`src/rtl/core/fas_pkg.sv`:
```
// Shared types and constants for the frame animation stepper.
package fas_pkg;

   localparam int MAX_FRAMES = 1024;
   localparam int CNT_W      = 11;   // frame count, 1..MAX_FRAMES
   localparam int FRM_W      = 10;   // zero-based frame index
   localparam int DVD_W      = 17;   // magnitude of (frame_now - 1)
   localparam int STEP_W     = 5;    // divider step counter

   // register indexes (byte address / 4)
   localparam logic [2:0] REG_FRAME_PERIOD = 3'd0;
   localparam logic [2:0] REG_FRAME_COUNT  = 3'd1;
   localparam logic [2:0] REG_LOOP_START   = 3'd2;
   localparam logic [2:0] REG_LOOP_END     = 3'd3;
   localparam logic [2:0] REG_LOOP_ENABLE  = 3'd4;

   typedef struct packed {
      logic signed [25:0] frame_period;
      logic [CNT_W-1:0]   frame_count;
      logic [15:0]        loop_start;
      logic [15:0]        loop_end;
      logic               loop_enable;
   } cfg_type;

   typedef struct packed {
      logic             start;
      logic [DVD_W-1:0] dividend;
      logic [CNT_W-1:0] divisor;
   } div_req_type;

   typedef struct packed {
      logic             done;
      logic [FRM_W-1:0] remainder;
   } div_rsp_type;

endpackage

```
`src/rtl/core/fas_csr.sv`:
```
// Configuration register file with APB-style access.
module fas_csr (
   input  logic              clock,
   input  logic              reset,
   input  logic              csr_psel,
   input  logic              csr_penable,
   input  logic              csr_pwrite,
   input  logic [4:0]        csr_paddr,
   input  logic [31:0]       csr_pwdata,
   output logic [31:0]       csr_prdata,
   output logic              csr_pready,
   output fas_pkg::cfg_type  cfg
);
   import fas_pkg::*;

   cfg_type    cfg_ff, cfg_in;
   logic [2:0] reg_idx;
   logic       wr_en;

   assign reg_idx    = csr_paddr[4:2];
   assign wr_en      = csr_psel & csr_penable & csr_pwrite;
   assign csr_pready = 1'b1;
   assign cfg        = cfg_ff;

   always_comb begin
      cfg_in = cfg_ff;
      if (wr_en) begin
         case (reg_idx)
            REG_FRAME_PERIOD: cfg_in.frame_period = csr_pwdata[25:0];
            REG_FRAME_COUNT:  cfg_in.frame_count  = csr_pwdata[CNT_W-1:0];
            REG_LOOP_START:   cfg_in.loop_start   = csr_pwdata[15:0];
            REG_LOOP_END:     cfg_in.loop_end     = csr_pwdata[15:0];
            REG_LOOP_ENABLE:  cfg_in.loop_enable  = csr_pwdata[0];
            default: ;
         endcase
      end
   end

   always_ff @(posedge clock) begin
      if (reset) begin
         cfg_ff.frame_period <= 26'sd4369;
         cfg_ff.frame_count  <= CNT_W'(1);
         cfg_ff.loop_start   <= 16'd1;
         cfg_ff.loop_end     <= 16'd0;
         cfg_ff.loop_enable  <= 1'b1;
      end else begin
         cfg_ff <= cfg_in;
      end
   end

   always_comb begin
      case (reg_idx)
         REG_FRAME_PERIOD: csr_prdata = {{6{cfg_ff.frame_period[25]}}, cfg_ff.frame_period};
         REG_FRAME_COUNT:  csr_prdata = {{(32-CNT_W){1'b0}}, cfg_ff.frame_count};
         REG_LOOP_START:   csr_prdata = {16'd0, cfg_ff.loop_start};
         REG_LOOP_END:     csr_prdata = {16'd0, cfg_ff.loop_end};
         REG_LOOP_ENABLE:  csr_prdata = {31'd0, cfg_ff.loop_enable};
         default:          csr_prdata = 32'd0;
      endcase
   end

endmodule

```
`src/rtl/core/fas_divider.sv`:
```
// Restoring serial remainder unit, one dividend bit per cycle.
module fas_divider (
   input  logic                 clock,
   input  logic                 reset,
   input  fas_pkg::div_req_type req,
   output fas_pkg::div_rsp_type rsp
);
   import fas_pkg::*;

   logic [FRM_W-1:0]  rem_ff, rem_in;
   logic [DVD_W-1:0]  dvd_ff, dvd_in;
   logic [CNT_W-1:0]  dsr_ff, dsr_in;
   logic [STEP_W-1:0] cnt_ff, cnt_in;
   logic              busy_ff, busy_in;
   logic              done_ff, done_in;
   logic [CNT_W-1:0]  r_wide;
   logic [CNT_W-1:0]  r_next;

   // partial remainder stays below the divisor, so it fits FRM_W bits
   always_comb begin
      r_wide  = {rem_ff, dvd_ff[DVD_W-1]};
      r_next  = (r_wide >= dsr_ff) ? (r_wide - dsr_ff) : r_wide;
      rem_in  = rem_ff;
      dvd_in  = dvd_ff;
      dsr_in  = dsr_ff;
      cnt_in  = cnt_ff;
      busy_in = busy_ff;
      done_in = 1'b0;
      if (req.start) begin
         rem_in  = '0;
         dvd_in  = req.dividend;
         dsr_in  = req.divisor;
         cnt_in  = STEP_W'(DVD_W);
         busy_in = 1'b1;
      end else if (busy_ff) begin
         rem_in = r_next[FRM_W-1:0];
         dvd_in = {dvd_ff[DVD_W-2:0], 1'b0};
         cnt_in = cnt_ff - STEP_W'(1);
         if (cnt_ff == STEP_W'(1)) begin
            busy_in = 1'b0;
            done_in = 1'b1;
         end
      end
   end

   always_ff @(posedge clock) begin
      if (reset) begin
         busy_ff <= 1'b0;
         done_ff <= 1'b0;
         cnt_ff  <= '0;
      end else begin
         busy_ff <= busy_in;
         done_ff <= done_in;
         cnt_ff  <= cnt_in;
      end
      rem_ff <= rem_in;
      dvd_ff <= dvd_in;
      dsr_ff <= dsr_in;
   end

   assign rsp.done      = done_ff;
   assign rsp.remainder = rem_ff;

endmodule

```
`src/rtl/core/frame_animation_stepper_core.sv`:
```
// Top level of the frame animation stepper: sequencer, accumulator, result register.
// An accepted tick goes through the accumulate and compare states, and through the
// 17-step serial remainder unit when a frame step is due, before the result is formed.
// One tick is in flight at a time; the next tick is taken while a result waits.
// Reset (synchronous, active high): accumulator cleared, registers to defaults, no result.
module frame_animation_stepper_core (
   input  logic        clock,
   input  logic        reset,
   // req_tdata: elapsed[23:0], is_playing[24], frame_now[40:25], zero pad [47:41]
   input  logic        req_tvalid,
   output logic        req_tready,
   input  logic [47:0] req_tdata,
   // rsp_tdata: frame_next[15:0], still_playing[16], frame_changed[17], looped[18],
   //            ended[19], zero pad [23:20]
   output logic        rsp_tvalid,
   input  logic        rsp_tready,
   output logic [23:0] rsp_tdata,
   input  logic        csr_psel,
   input  logic        csr_penable,
   input  logic        csr_pwrite,
   input  logic [4:0]  csr_paddr,
   input  logic [31:0] csr_pwdata,
   output logic [31:0] csr_prdata,
   output logic        csr_pready
);
   import fas_pkg::*;

   localparam logic [2:0] S_IDLE = 3'd0;
   localparam logic [2:0] S_ACC  = 3'd1;   // saturating add of elapsed time
   localparam logic [2:0] S_CMP  = 3'd2;   // compare against period, launch remainder
   localparam logic [2:0] S_DIV  = 3'd3;   // wait for serial remainder
   localparam logic [2:0] S_FIN  = 3'd4;   // form result, update accumulator

   cfg_type     cfg;
   div_req_type div_req;
   div_rsp_type div_rsp;

   logic [2:0]  state_ff, state_in;
   logic [23:0] elapsed_ff;
   logic        playing_ff;
   logic [15:0] fnow_ff;
   logic [31:0] acc_ff, acc_in;
   logic [31:0] frame_time_ff, frame_time_in;
   logic        due_ff, due_in;
   logic        rsp_valid_ff, rsp_valid_in;
   logic [23:0] rsp_data_ff, rsp_data_in;

   logic             accept;
   logic             fin_fire;
   logic [CNT_W-1:0] n_frames;
   logic [FRM_W-1:0] first_frame;
   logic [FRM_W-1:0] last_frame;
   logic [25:0]      mag;
   logic             forward;
   logic [32:0]      sum_wide;
   logic [31:0]      sum_sat;
   logic [DVD_W-1:0] x_val;
   logic             x_neg;
   logic [FRM_W-1:0] cur;
   logic             at_end;
   logic [15:0]      next_frame;
   logic             still, changed, looped, ended;

   fas_csr u_csr (
      .clock       (clock),
      .reset       (reset),
      .csr_psel    (csr_psel),
      .csr_penable (csr_penable),
      .csr_pwrite  (csr_pwrite),
      .csr_paddr   (csr_paddr),
      .csr_pwdata  (csr_pwdata),
      .csr_prdata  (csr_prdata),
      .csr_pready  (csr_pready),
      .cfg         (cfg)
   );

   fas_divider u_div (
      .clock (clock),
      .reset (reset),
      .req   (div_req),
      .rsp   (div_rsp)
   );

   assign req_tready = (state_ff == S_IDLE);
   assign accept     = req_tvalid & req_tready;
   assign fin_fire   = (state_ff == S_FIN) & (~rsp_valid_ff | rsp_tready);

   // clamped count and loop bounds; the user must keep config stable while an item is in flight (not enforced here)
   always_comb begin
      if (cfg.frame_count == '0)
         n_frames = CNT_W'(1);
      else if (cfg.frame_count > CNT_W'(MAX_FRAMES))
         n_frames = CNT_W'(MAX_FRAMES);
      else
         n_frames = cfg.frame_count;

      if (cfg.loop_start == 16'd0 || cfg.loop_start > 16'(n_frames))
         first_frame = '0;
      else
         first_frame = FRM_W'(cfg.loop_start - 16'd1);

      if (cfg.loop_end == 16'd0 || cfg.loop_end > 16'(n_frames))
         last_frame = FRM_W'(n_frames - CNT_W'(1));
      else
         last_frame = FRM_W'(cfg.loop_end - 16'd1);
   end

   // period magnitude and direction; zero period steps backward
   assign mag     = cfg.frame_period[25] ? (26'd0 - cfg.frame_period) : cfg.frame_period;
   assign forward = ~cfg.frame_period[25] & (cfg.frame_period != 26'sd0);

   assign sum_wide = {1'b0, frame_time_ff} + {9'd0, elapsed_ff};
   assign sum_sat  = sum_wide[32] ? 32'hFFFF_FFFF : sum_wide[31:0];

   // zero-based current frame: |frame_now - 1| mod n, negatives wrapped up
   assign x_val = {fnow_ff[15], fnow_ff} - DVD_W'(1);
   assign x_neg = x_val[DVD_W-1];

   assign div_req.start    = (state_ff == S_CMP) & due_in;
   assign div_req.dividend = x_neg ? (DVD_W'(0) - x_val) : x_val;
   assign div_req.divisor  = n_frames;

   assign cur = (x_neg && div_rsp.remainder != '0)
                ? FRM_W'(n_frames - {1'b0, div_rsp.remainder})
                : div_rsp.remainder;

   // result of a tick
   always_comb begin
      next_frame = fnow_ff;
      still      = playing_ff;
      changed    = 1'b0;
      looped     = 1'b0;
      ended      = 1'b0;
      at_end     = forward ? (cur == last_frame) : (cur == first_frame);
      frame_time_in = frame_time_ff;
      if (playing_ff) begin
         frame_time_in = acc_ff;
         if (due_ff) begin
            if (at_end) begin
               if (cfg.loop_enable) begin
                  next_frame = forward ? (16'(first_frame) + 16'd1)
                                       : (16'(last_frame) + 16'd1);
                  changed = 1'b1;
                  looped  = 1'b1;
               end else begin
                  still         = 1'b0;
                  ended         = 1'b1;
                  frame_time_in = '0;
               end
            end else begin
               // off the loop end: plain step, may land on 0 or count+1
               next_frame = forward ? (16'(cur) + 16'd2) : 16'(cur);
               changed    = 1'b1;
            end
         end
      end
      if (!fin_fire)
         frame_time_in = frame_time_ff;
   end

   // sequencer
   always_comb begin
      state_in = state_ff;
      acc_in   = acc_ff;
      due_in   = due_ff;
      case (state_ff)
         S_IDLE: begin
            if (accept)
               state_in = S_ACC;
         end
         S_ACC: begin
            acc_in   = sum_sat;
            state_in = S_CMP;
         end
         S_CMP: begin
            due_in = playing_ff & (acc_ff > {6'd0, mag});
            if (due_in) begin
               acc_in   = acc_ff - {6'd0, mag};
               state_in = S_DIV;
            end else begin
               state_in = S_FIN;
            end
         end
         S_DIV: begin
            if (div_rsp.done)
               state_in = S_FIN;
         end
         S_FIN: begin
            if (fin_fire)
               state_in = S_IDLE;
         end
         default: state_in = S_IDLE;
      endcase
   end

   // output register: holds a result until taken
   always_comb begin
      rsp_valid_in = rsp_valid_ff;
      rsp_data_in  = rsp_data_ff;
      if (fin_fire) begin
         rsp_valid_in = 1'b1;
         rsp_data_in  = {4'd0, ended, looped, changed, still, next_frame};
      end else if (rsp_tready) begin
         rsp_valid_in = 1'b0;
      end
   end

   always_ff @(posedge clock) begin
      if (reset) begin
         state_ff      <= S_IDLE;
         frame_time_ff <= '0;
         rsp_valid_ff  <= 1'b0;
         due_ff        <= 1'b0;
      end else begin
         state_ff      <= state_in;
         frame_time_ff <= frame_time_in;
         rsp_valid_ff  <= rsp_valid_in;
         due_ff        <= due_in;
      end
      acc_ff      <= acc_in;
      rsp_data_ff <= rsp_data_in;
      if (accept) begin
         elapsed_ff <= req_tdata[23:0];
         playing_ff <= req_tdata[24];
         fnow_ff    <= req_tdata[40:25];
      end
   end

   assign rsp_tvalid = rsp_valid_ff;
   assign rsp_tdata  = rsp_data_ff;

endmodule

```
`config.mk`:
```
export PLATFORM = sky130hd
export DESIGN_NAME = frame_animation_stepper_core
export DESIGN_NICKNAME = d
export VERILOG_FILES = /design/src/rtl/core/fas_pkg.sv /design/src/rtl/core/fas_csr.sv /design/src/rtl/core/fas_divider.sv /design/src/rtl/core/frame_animation_stepper_core.sv
export SDC_FILE = /design/constraint.sdc
export NUM_CORES = 1
export LEC_CHECK = 0
export ABC_AREA = 1
export CAP_MARGIN = 0
export CORE_ASPECT_RATIO = 1.25
export CORE_UTILIZATION = 45
export DETAILED_ROUTE_END_ITERATION = 12
export DONT_BUFFER_PORTS = 1
export PLACE_DENSITY = 0.66
export SYNTH_ARGS = -nofsm -noshare
export SYNTH_HDL_FRONTEND = slang
export SYNTH_SLANG_ARGS = --single-unit
```
`constraint.sdc`:
```
create_clock -name clock -period 11.3 [get_ports clock]
set_clock_uncertainty 0.15 [all_clocks]
set_input_delay 1.13 -clock clock [delete_from_list [all_inputs] [get_ports clock]]
set_output_delay 1.13 -clock clock [all_outputs]
set_load 0.005 [all_outputs]
```
==> reports/results.txt <==
die height = 220 um
H-tree depth = 1
largest net degree at the start of global routing = 65
clock sink count = 245
synth unique cells = 60
setup bufs post-CTS = 0
sequential area share after synthesis = 35.7%
DP Worst Slack = 5.53 ns
P&R area growth vs syn = 7.21%
initial antenna violation count = 0
delay of the slowest critical-path stage = 0.64 ns
placed inst area = 17,400 um^2
RR Startpoint = u_csr.cfg[69]
Post-CTS Resized = 0
Worst Path Required = 11.61 ns
Post-Syn Instances = 2,353
CP Buf/Inv Count = 6
Crit path max-delay family = compound AO/OA/AOI/OAI gates
final RePlAce weighted congestion = 0.932
Synth Area per Inst = 7.27 um^2
area leader, netlist = edfxtp_1
Final Cell Area = 18,300 um^2
die area = 38,800 um^2
vias in the first global route = 15,100
post-DR wirelength/cell = 16.8 um
P_leak = 8.13 nW
Rows = 79
Starting Density = 45.8%
hold slack = 0.313 ns
critical-path maximum fanout = 46
final worst-path cycle share = 51.1%
Max Cap Violations = 0
buffers added on ports = 0
root buffer cell = clkbuf_16
Setup Viol. Count Final = 0
detailed-route via count = 15,200
hold_sp = frame_time_ff[16]
GRT Util Overall = 24.8%
Slowest-stage cell, CP = o21ai_0
diode count = 0
Pre-Repair DR Iteration Count = 5
1st-iter DRT viols = 1,061
Layout Nets = 2,519
Post-synth EDFFs = 121
Inserted Clock Buffers = 28
FF-to-FF End = u_div.rem_ff[9]
Slew Viols, Final = 0
Peak VDD IR = 0.160 mV
Reg clk slew, reported paths = 0.06 ns
Worst Hold Path Cells = 2
P per Cell Area = 203 nW/um^2
reg2reg setup slack = 5.53 ns
layout cells sized above 1 = 5.85%
final hold viol count = 0
Worst Path Arrival = 6.08 ns
Clock Path Buffers = 3
CP endpoint kind = flip-flop
gr ovfl total = 0
Hold Buf Count CTS = 0
Max Clk Rate = 0.173 GHz
Hold Crit Class = flip-flop to flip-flop
RSZ-0062 raised after global routing = false
#FFs+latches synth = 245
Post-synth ARST share = 0%
Ys Warns = 0
setup_tns = 0 ns
slew margin rel. = 27.5%
num ports = 151
setup ws final = 5.53 ns
reg2reg path depth = 21
Core ar. = 37,400 um^2
WS Path Type = flip-flop to flip-flop
# DRC = 0
synth top area cells = edfxtp_1, dfxtp_1, nand2_1
Final ANT Viol Nets = 0
Final HPWL DP = 36,500 um
most frequent CP cell = nand2_1
Hold Path Sink = frame_time_ff[16]
worst-skew pair later-pin latency = 0.59 ns
Die Width = 176 um
crit-path cells = clkinv_1 > o21ai_0 > fa_1 > nand3_1 > nand2_1 > a21oi_1 > o21ai_0 > nand3_1 > nand2_1 > a21boi_1 > inv_1 > nand2_1 > nand2_1 > inv_1 > o21ai_0 > nand4_1 > buf_4 > nand2_1 > inv_1 > a22oi_1 > inv_1
vias per std cell = 5.38
first-pass GRT wire length = 76,300 um
top cell type's share of synthesized area = 21.2%
status = finished, final reports clean
CTS tree = yes
area of the mapped netlist = 17,100 um^2
nature of the critical path startpoint = flip-flop
min Tclk post-route = 5.77 ns
Fill cells = 3,753
Slew @ Worst Pin = 1.09 ns
final WL = 47,600 um
Primary FF master, synth = dfxtp_1
## flip-flops by register name, summed over array words and instances (netlist names)
name and count:
u_div.dvd_ff 17, frame_time_ff 32, u_div.dsr_ff 11, u_div.busy_ff 1, u_div.done_ff 1, u_csr.cfg 70
rsp_tvalid 1, due_ff 1, acc_ff 32, u_div.rem_ff 10, elapsed_ff 24, rsp_tdata 20
u_div.cnt_ff 5, state_ff 3, playing_ff 1, fnow_ff 16
## layout make-up
type	instances	area [um^2]	share of cell area (%)
inverter	313	1170	6.40
multi-input combinational	1721	9470	51.6
timing repair buffer	11	82.6	0.450
clock inverter	10	98.8	0.539
clock buffer	42	803	4.38
tap	486	608	3.31
sequential	245	6120	33.3
## through the flow
stage                     total power [W]  util [%]  instances
after floorplan                   0.00245         -       2356
after global placement            0.00282      46.7       2776
after detailed placement          0.00284      46.7       2776
after CTS                         0.00375      49.1       2828
after global routing              0.00401      49.1       2828
final                             0.00373      49.1       2828
## cells in the mapped netlist (all sizes together) (25+ instances only)
master	n
a21oi	184
nand2	527
ha	103
inv	312
clkbuf	48
nor2	279
xor2	82
buf	29
o21ai	175
xnor2	36
nor3	36
nand3	122
dfxtp	124
edfxtp	121
nand4	25
## worst register-to-register path: stages (launching register included)
cell and delay (ns):
dfxtp_1 0.60, clkinv_1 0.55, o21ai_0 0.65, fa_1 0.32, nand3_1 0.09, nand2_1 0.11, a21oi_1 0.10, o21ai_0 0.28
nand3_1 0.11, nand2_1 0.11, a21boi_1 0.11, inv_1 0.07, nand2_1 0.04, nand2_1 0.11, inv_1 0.08, o21ai_0 0.49
nand4_1 0.16, buf_4 0.31, nand2_1 0.60, inv_1 0.32, a22oi_1 0.26, inv_1 0.06
## cell families (layout without fill, tap and decap cells)
family | Yosys count | count (layout) | share of synthesized area [%]
AND/OR/NAND/NOR | 1027 | 1027 | 25.8
AO/OA/AOI/OAI | 464 | 464 | 15.3
buffers and inverters | 390 | 376 | 9.11
flip-flops | 245 | 245 | 35.7
XOR/XNOR | 118 | 118 | 6.04
adder cells (fa/ha/maj) | 107 | 107 | 8.00
other | 2 | 5 | 0.0439
## layout by cell type (no fill, tap or decap), types with 10 or more instances in the layout
cell type  synthesis  layout
nand2_1          509     508
inv_1            302     302
nor2_1           260     259
a21oi_1          184     184
o21ai_0          162     161
dfxtp_1          124     124
edfxtp_1         121     121
nand3_1          118     118
ha_1             103     103
xor2_1            82      82
xnor2_1           36      36
nor3_1            34      33
clkbuf_16          0      28
nand4_1           23      23
a31oi_1           20      20
or2_2             18      18
nand2_2           16      17
nor2_2            15      16
a22oi_1           14      14
a32oi_1           12      12
buf_4             12      11
o2111ai_1         10      10
inv_2             10      10
o21ai_1           10      10
## how the worst max path moves through the flow
stage | startpoint | end | slack, ns | cells past startpoint
after global placement | u_csr.cfg[69] | u_div.rem_ff[9] | 5.62 | 21
after detailed placement | u_csr.cfg[69] | u_div.rem_ff[9] | 5.53 | 21
after floorplan | u_csr.cfg[44] | state_ff[1] | 6.15 | 24
final | u_csr.cfg[69] | u_div.rem_ff[9] | 5.53 | 21
after global routing | u_csr.cfg[44] | u_div.rem_ff[9] | 4.83 | 27
after CTS | u_csr.cfg[69] | u_div.rem_ff[9] | 5.51 | 21
## routing by layer
layer  global-route usage (%)  vias to the layer above  part of all wire [%]
met5                        0                        -                     0
met4                     12.8                        0                   5.1
met3                     2.86                      124                   4.2
met2                     44.4                      408                    49
met1                     29.0                     6968                    41
li1                         -                     7719                     -
## power breakdown
part	switching (W)	total, W	internal (W)
Sequential	0.000123	0.00126	0.00114
Combinational	0.00105	0.00158	0.000524
Clock	0.000377	0.000890	0.000514
Total	0.00155	0.00373	0.00218
(Power assumes the default switching activity.)
